<file path="src/padq_pkg.sv">
`timescale 1ns / 1ps
package padq_pkg;

	// queue depth and derived widths
	localparam int ALARMS = 8;
	localparam int IdxW   = $clog2(ALARMS);
	localparam int CntW   = $clog2(ALARMS + 1);
	localparam int IdW    = 3;
	localparam int TickW  = 32;

	// per-cell operations, broadcast down the chain
	localparam logic [1:0] OP_HOLD  = 2'd0;
	localparam logic [1:0] OP_DROP  = 2'd1;
	localparam logic [1:0] OP_PLACE = 2'd2;
	localparam logic [1:0] OP_POP   = 2'd3;

	// request item
	typedef struct packed {
		logic             req_type;
		logic [IdW-1:0]   alarm_id;
		logic [TickW-1:0] deadline;
		logic [TickW-1:0] period_ticks;
	} req_t;

	// fired alarm item
	typedef struct packed {
		logic [IdW-1:0]   fired_id;
		logic [TickW-1:0] tick_now;
		logic             last;
	} fire_t;

	// one queue slot
	typedef struct packed {
		logic             valid;
		logic [IdW-1:0]   alarm;
		logic [TickW-1:0] deadline;
		logic [TickW-1:0] period;
	} entry_t;

	// command broadcast to every cell
	typedef struct packed {
		logic [1:0]       op;
		logic [IdW-1:0]   alarm;
		logic [TickW-1:0] deadline;
		logic [TickW-1:0] period;
		logic [TickW-1:0] now;
	} cmd_t;

	// true when a - b, taken as signed, is greater than zero
	function automatic logic later_than(input logic [TickW-1:0] a, input logic [TickW-1:0] b);
		logic [TickW-1:0] d;
		d = a - b;
		return (d != '0) && !d[TickW-1];
	endfunction

endpackage

</file>
<file path="src/padq_cell.sv">
`timescale 1ns / 1ps
module padq_cell import padq_pkg::*; (
	input  logic   clk,
	input  logic   arst_n,
	input  cmd_t   cmd,
	input  entry_t left,
	input  entry_t right,
	input  logic   hit_in,
	input  logic   place_in,
	output logic   hit_out,
	output logic   place_out,
	output entry_t ent,
	output logic   due
);

	logic             valid_q;
	logic [IdW-1:0]   alarm_q;
	logic [TickW-1:0] deadline_q;
	logic [TickW-1:0] period_q;
	entry_t           cur;
	entry_t           nxt;
	logic             match;
	logic             stop;

	// current slot contents
	assign cur = {valid_q, alarm_q, deadline_q, period_q};

	// local compares against the broadcast command
	assign match     = cur.valid && (cur.alarm == cmd.alarm);
	assign hit_out   = hit_in | match;
	assign stop      = !cur.valid || !later_than(cmd.deadline, cur.deadline);
	assign place_out = place_in | stop;
	assign due       = cur.valid && !later_than(cur.deadline, cmd.now);
	assign ent       = cur;

	// pick next contents: hold, take a neighbor, or take the new entry
	always_comb begin
		nxt = cur;
		case (cmd.op)
			OP_DROP: begin
				if (hit_out) begin
					nxt = right;
				end
			end
			OP_PLACE: begin
				if (place_in) begin
					nxt = left;
				end else if (stop) begin
					nxt.valid    = 1'b1;
					nxt.alarm    = cmd.alarm;
					nxt.deadline = cmd.deadline;
					nxt.period   = cmd.period;
				end
			end
			OP_POP: begin
				nxt = right;
			end
			default: begin
				nxt = cur;
			end
		endcase
	end

	// valid bit
	always_ff @(posedge clk or negedge arst_n) begin
		if (!arst_n) begin
			valid_q <= 1'b0;
		end else begin
			valid_q <= nxt.valid;
		end
	end

	// slot payload
	always_ff @(posedge clk) begin
		alarm_q    <= nxt.alarm;
		deadline_q <= nxt.deadline;
		period_q   <= nxt.period;
	end

endmodule

</file>
<file path="src/periodic_alarm_deadline_queue_core.sv">
`timescale 1ns / 1ps
// Schedule item: accept, drop old entry of that id, place in order.
// Tick item: count, then fire each due alarm while the output is free (fire_valid low or fire_ready
// high), end the firing run, then re-queue each periodic alarm (load, drop, place) and return to idle.
// One item is worked at a time; req_ready is high only while idle.
// Reset: tick count zero, queue and reload buffer empty; no clearing pass needed.
module periodic_alarm_deadline_queue_core import padq_pkg::*; (
	input  logic  clk,
	input  logic  arst_n,
	input  logic  req_valid,
	output logic  req_ready,
	input  req_t  req,
	output logic  fire_valid,
	input  logic  fire_ready,
	output fire_t fire
);

	localparam logic [2:0] ST_IDLE   = 3'd0;
	localparam logic [2:0] ST_DROP   = 3'd1;
	localparam logic [2:0] ST_PLACE  = 3'd2;
	localparam logic [2:0] ST_POP    = 3'd3;
	localparam logic [2:0] ST_RELOAD = 3'd4;

	logic [2:0]       state_q;
	logic [TickW-1:0] count_q;
	logic [CntW-1:0]  rl_cnt_q;
	logic             reload_q;
	logic             out_valid_q;
	fire_t            out_q;
	entry_t           pend_q;
	entry_t           rl_q [ALARMS];

	cmd_t             cmd;
	entry_t           ent    [ALARMS];
	logic             due    [ALARMS];
	logic             hit    [ALARMS+1];
	logic             place  [ALARMS+1];
	entry_t           empty_ent;

	logic             req_acc;
	logic             out_free;
	logic             fire_now;
	logic             push_rl;
	logic             pop_rl;
	logic             full;

	assign req_ready  = (state_q == ST_IDLE);
	assign req_acc    = req_valid && req_ready;
	assign fire_valid = out_valid_q;
	assign fire       = out_q;
	assign out_free   = !out_valid_q || fire_ready;
	assign full       = ent[ALARMS-1].valid;
	assign fire_now   = (state_q == ST_POP) && due[0] && out_free;
	assign push_rl    = fire_now && (ent[0].period != '0);
	assign pop_rl     = (state_q == ST_RELOAD) && (rl_cnt_q != '0);
	assign empty_ent  = '0;

	// broadcast command to the chain
	always_comb begin
		cmd.alarm    = pend_q.alarm;
		cmd.deadline = pend_q.deadline;
		cmd.period   = pend_q.period;
		cmd.now      = count_q;
		case (state_q)
			ST_DROP:  cmd.op = OP_DROP;
			ST_PLACE: cmd.op = full ? OP_HOLD : OP_PLACE;
			ST_POP:   cmd.op = fire_now ? OP_POP : OP_HOLD;
			default:  cmd.op = OP_HOLD;
		endcase
	end

	// chain of queue cells, head at index zero
	assign hit[0]   = 1'b0;
	assign place[0] = 1'b0;

	for (genvar i = 0; i < ALARMS; i++) begin : g_cell
		entry_t l_ent;
		entry_t r_ent;
		if (i == 0) begin : g_head
			assign l_ent = empty_ent;
		end else begin : g_mid
			assign l_ent = ent[i-1];
		end
		if (i == ALARMS - 1) begin : g_tail
			assign r_ent = empty_ent;
		end else begin : g_body
			assign r_ent = ent[i+1];
		end
		padq_cell u_cell (
			.clk      (clk),
			.arst_n   (arst_n),
			.cmd      (cmd),
			.left     (l_ent),
			.right    (r_ent),
			.hit_in   (hit[i]),
			.place_in (place[i]),
			.hit_out  (hit[i+1]),
			.place_out(place[i+1]),
			.ent      (ent[i]),
			.due      (due[i])
		);
	end

	// sequencer and control state
	always_ff @(posedge clk or negedge arst_n) begin
		if (!arst_n) begin
			state_q     <= ST_IDLE;
			count_q     <= '0;
			rl_cnt_q    <= '0;
			reload_q    <= 1'b0;
			out_valid_q <= 1'b0;
		end else begin
			if (fire_now) begin
				out_valid_q <= 1'b1;
			end else if (fire_ready) begin
				out_valid_q <= 1'b0;
			end
			if (push_rl) begin
				rl_cnt_q <= rl_cnt_q + CntW'(1);
			end else if (pop_rl) begin
				rl_cnt_q <= rl_cnt_q - CntW'(1);
			end
			case (state_q)
				ST_IDLE: begin
					if (req_acc) begin
						if (req.req_type) begin
							reload_q <= 1'b0;
							state_q  <= ST_DROP;
						end else begin
							count_q <= count_q + TickW'(1);
							state_q <= ST_POP;
						end
					end
				end
				ST_DROP: begin
					state_q <= ST_PLACE;
				end
				ST_PLACE: begin
					state_q <= reload_q ? ST_RELOAD : ST_IDLE;
				end
				ST_POP: begin
					if (!due[0]) begin
						reload_q <= 1'b1;
						state_q  <= ST_RELOAD;
					end
				end
				ST_RELOAD: begin
					state_q <= pop_rl ? ST_DROP : ST_IDLE;
				end
				default: begin
					state_q <= ST_IDLE;
				end
			endcase
		end
	end

	// pending entry, reload buffer and output item
	always_ff @(posedge clk) begin
		if (req_acc) begin
			pend_q.valid    <= 1'b1;
			pend_q.alarm    <= req.alarm_id;
			pend_q.deadline <= req.deadline;
			pend_q.period   <= req.period_ticks;
		end else if (pop_rl) begin
			pend_q <= rl_q[0];
		end
		if (push_rl) begin
			rl_q[rl_cnt_q[IdxW-1:0]].valid    <= 1'b1;
			rl_q[rl_cnt_q[IdxW-1:0]].alarm    <= ent[0].alarm;
			rl_q[rl_cnt_q[IdxW-1:0]].deadline <= ent[0].deadline + ent[0].period;
			rl_q[rl_cnt_q[IdxW-1:0]].period   <= ent[0].period;
		end else if (pop_rl) begin
			for (int i = 0; i < ALARMS - 1; i++) begin
				rl_q[i] <= rl_q[i+1];
			end
		end
		if (fire_now) begin
			out_q.fired_id <= ent[0].alarm;
			out_q.tick_now <= count_q;
			out_q.last     <= !due[1];
		end
	end

endmodule
</file>
<file path="config.mk">
export PLATFORM = sky130hd
export DESIGN_NAME = periodic_alarm_deadline_queue_core
export DESIGN_NICKNAME = d
export VERILOG_FILES = /design/src/padq_pkg.sv /design/src/padq_cell.sv /design/src/periodic_alarm_deadline_queue_core.sv
export SDC_FILE = /design/constraint.sdc
export NUM_CORES = 2
export LEC_CHECK = 0
export BUFFER_PORTS_ARGS = -buffer_cell sky130_fd_sc_hd__buf_2
export CELL_PAD_IN_SITES_DETAIL_PLACEMENT = 1
export CELL_PAD_IN_SITES_GLOBAL_PLACEMENT = 1
export CORE_ASPECT_RATIO = 0.8
export CORE_MARGIN = 1
export CORE_UTILIZATION = 40
export CTS_BUF_LIST = sky130_fd_sc_hd__clkbuf_4 sky130_fd_sc_hd__clkbuf_8
export CTS_CLUSTER_DIAMETER = 50
export DETAILED_ROUTE_END_ITERATION = 7
export PLACE_DENSITY_LB_ADDON = 0.1
export SYNTH_ARGS = -nofsm -noshare
export SYNTH_HDL_FRONTEND = slang
export SYNTH_SLANG_ARGS = --single-unit
export TNS_END_PERCENT = 5
</file>
<file path="constraint.sdc">
create_clock -name clk -period 9.9 [get_ports clk]
set_clock_uncertainty 0.2 [all_clocks]
set_input_delay 0 -clock clk [delete_from_list [all_inputs] [get_ports clk]]
set_output_delay 0 -clock clk [all_outputs]
set_load 0.03 [all_outputs]
</file>
==> summary.txt <==
Status
  – Status: completed

Global routing
  – Initial antenna violation count: 14
  – First-pass GRT wire length: 400 mm
  – Tot GR Track Use: 29.3%
  – Largest net degree at the start of global routing: about 300
  – GR Overflow Total: 0
  – Vias in the first global route: 57931

Final layout
  – Share of cells above drive strength 1: between 9 and 10%
  – Final nets: 7498
  – Area grow syn2layout: 12.2%

Clocking
  – Clock tree buffer depth: 3
  – TritonCTS Sinks: 1224
  – CTS clock-pin slew for the worst setup and hold paths: about 0.06 ns
  – H-tree depth: 4
  – Num CTS Buffers: 207
  – Postcts setup bufs: 0
  – Skew-Pair Late Insertion Delay: 0.97 ns
  – Hold buffers post-CTS: 166
  – Root buf cell: clkbuf_8
  – Resize count post-CTS: 0
  – CTS tree: yes

Critical path
  – CP peak stage delay: 0.83 ns
  – CP startpoint kind: flop
  – FF-to-FF Start: cmd[65]
  – Critical-path cell with the highest stage delay: o211a_4
  – CP startpoint: cmd[65]
  – CP required: 10.29 ns
  – CP Cell Sequence: buf_4, inv_1, fa_1, xor2_1, o2111ai_1, a211o_1, or4_1, a2111oi_0, and4_1, nand3_1, nor4_1, a21boi_1, and3_4, and4_4, o2111ai_4, buf_4, o211a_4, buf_4
  – Worst path most repeated cell: buf_4
  – Worst setup EP type: flop
  – Crit path kind: flop to flop
  – Critical path peak fanout: 46
  – R2R Setup Slk: 1.92 ns
  – Worst EP arrival: 8.38 ns

STA
  – Hold Fails Final Rpt: 0
  – Final TNS setup: 0 ns
  – Fin crit period: 7.98 ns
  – Max Slew Vio Count: 0
  – Worst-Margin Slew: around 1.2 ns
  – F_max: ~130 MHz
  – Final setup vio count: 0
  – Slew HR: between 10% and 20%
  – Period utilization: just over 80%
  – RSZ-0062 raised after global routing: no

Detailed routing
  – Drt total wl: 274 mm
  – Initial DRC Count: around 6000
  – Post-route ant nets: 0
  – Mean number of vias per cell: 5.97
  – TritonRoute pass-1 iters: 5
  – WL per Instance: 28.3 um
  – Vias post-DR: roughly 58000
  – Post-route DRC: 0

Die
  – Core ar.: 180000 um^2
  – Die X: 479 um
  – Die span in y: 384 um
  – Initial core utilization: 40.5%
  – Io pins: 110
  – Die ar.: 184000 um^2
  – Site Rows: 139

Synthesis
  – Main flop type after synthesis: edfxtp_1
  – Post-synthesis sequential area ratio: 50.1%
  – Post-Synthesis Cell Area: 72900 um^2
  – Number of library cell types mapped by synthesis: 94
  – Yosys warns: 0
  – FF+latch count, synth: 1224
  – Post-Syn Nets: ~7300
  – Mapped Cells: 6909
  – Syn_area_per_cell: 10.5 um^2
  – Post-synth EDFFs: 1175
  – Ys async rst share: 4.00%

Hold path
  – HP Start: fire_ready
  – Worst hold-check path type: input port to flop

Place
  – HPWL after DPL: slightly below 200 mm
  – Port Buf Inserts: 109
  – GPL Wtd Cong: 0.953

Flow run
  – Max Cap Violations: 0
==> cell usage in the layout (no fill, tap or decap), types with 88 or more instances in the layout <==
master         count
a21o_1           563
a21oi_1          313
buf_2            109
clkbuf_8         212
dlygate4sd3_1    166
edfxtp_1        1175
ha_1             313
inv_1            358
mux2i_1          498
nand2_1          885
nand3_1           97
nor2_1           254
nor3_1            88
o21ai_0          587
xnor2_1          133
==> per-stage QoR <==
| step | std cells | instance area (um^2) | setup slack (ns) | hold WS, ns | utilization, % |
|---|---|---|---|---|---|
| 2_1_floorplan | 6909 | 72900 | 0.672 | -0.496 | - |
| 3_3_place_gp | 9124 | 75900 | 2.20 | 0.00502 | 42.1 |
| 3_5_place_dp | 9124 | 75900 | 2.18 | 0.0161 | 42.1 |
| 4_1_cts | 9667 | 81800 | 2.14 | 0.0400 | 45.4 |
| 5_1_grt | 9671 | 81800 | 1.48 | 0.108 | 45.4 |
| 6_report | 9677 | 81800 | 1.92 | 0.130 | 45.4 |
==> final timing paths <==
path | depth (start not counted) | end
setup / recovery | 18 | g_cell[6].u_cell.deadline_q[4]
hold / removal | 4 | fire_valid
setup reg to reg | 18 | g_cell[6].u_cell.deadline_q[4]
hold reg to reg | 0 | fire[9]
max in group asynchronous | 4 | count_q[20]
min in group asynchronous | 4 | count_q[28]
==> state kept, by name, summed over array words and instances (netlist names) <==
| register | count |
|---|---|
| rl_cnt_q | 4 |
| fire_valid | 1 |
| reload_q | 1 |
| g_cell.u_cell.deadline_q | 256 |
| cmd | 67 |
| count_q | 32 |
| state_q | 3 |
| fire | 36 |
| g_cell.u_cell.valid_q | 8 |
| g_cell.u_cell.period_q | 256 |
| g_cell.u_cell.alarm_q | 24 |
| rl_q | 536 |
==> cells by family (layout without fill, tap and decap cells) <==
family	Yosys count	count (layout)	share of synthesized area [%]
compound gates	2064	2064	18.5
xor+xnor	204	204	2.45
fa+ha+maj	324	324	5.68
buf+inv	735	1096	3.97
flops	1224	1224	50.1
mux	576	576	8.04
other cells	0	10	0
simple gates	1782	1782	11.3
==> layout make-up <==
type	instances	area, um^2
inverter	358	1340
timing repair buffer	361	2980
fill	19672	98400
clock inverter	89	702
multi-input combinational	4950	33700
antenna	10	25.0
tap	2397	3000
clock buffer	288	3490
sequential	1224	36500
==> cell usage after synthesis (56+ instances only) <==
master	n	area, um^2
a21o_1	563	4230
a21oi_1	314	1570
and2_1	60	375
clkbuf_1	307	1150
edfxtp_1	1175	35300
ha_1	313	3920
inv_1	358	1340
mux2_2	77	867
mux2i_1	498	4980
nand2_1	888	3330
nand2b_1	56	350
nand3_1	97	485
nand4_1	79	494
nor2_1	259	972
nor2b_1	56	350
nor3_1	90	450
o21a_1	79	593
o21ai_0	594	2970
xnor2_1	133	1160
xor2_1	71	622
==> worst max-delay path, delay by kind of cell, from the launching register on <==
family / cells / cell delay, ns
AO/OA/AOI/OAI: 6 / 2.25
XOR/XNOR: 1 / 0.33
adder cells (fa/ha/maj): 1 / 0.67
buffers and inverters: 4 / 1.70
flip-flops: 1 / 0.33
AND/OR/NAND/NOR: 6 / 2.07
==> metal layers <==
layer,GRT usage (%),routed length (um),up-vias
met5,0,29,-
met4,9.45,9110,6
met3,4.22,16300,382
met2,44.7,120000,1679
met1,42.5,129000,29567
li1,-,-,26134
Power is not shown: default switching activity piles up to over one toggle a cycle in this logic, so the estimate is an artifact.
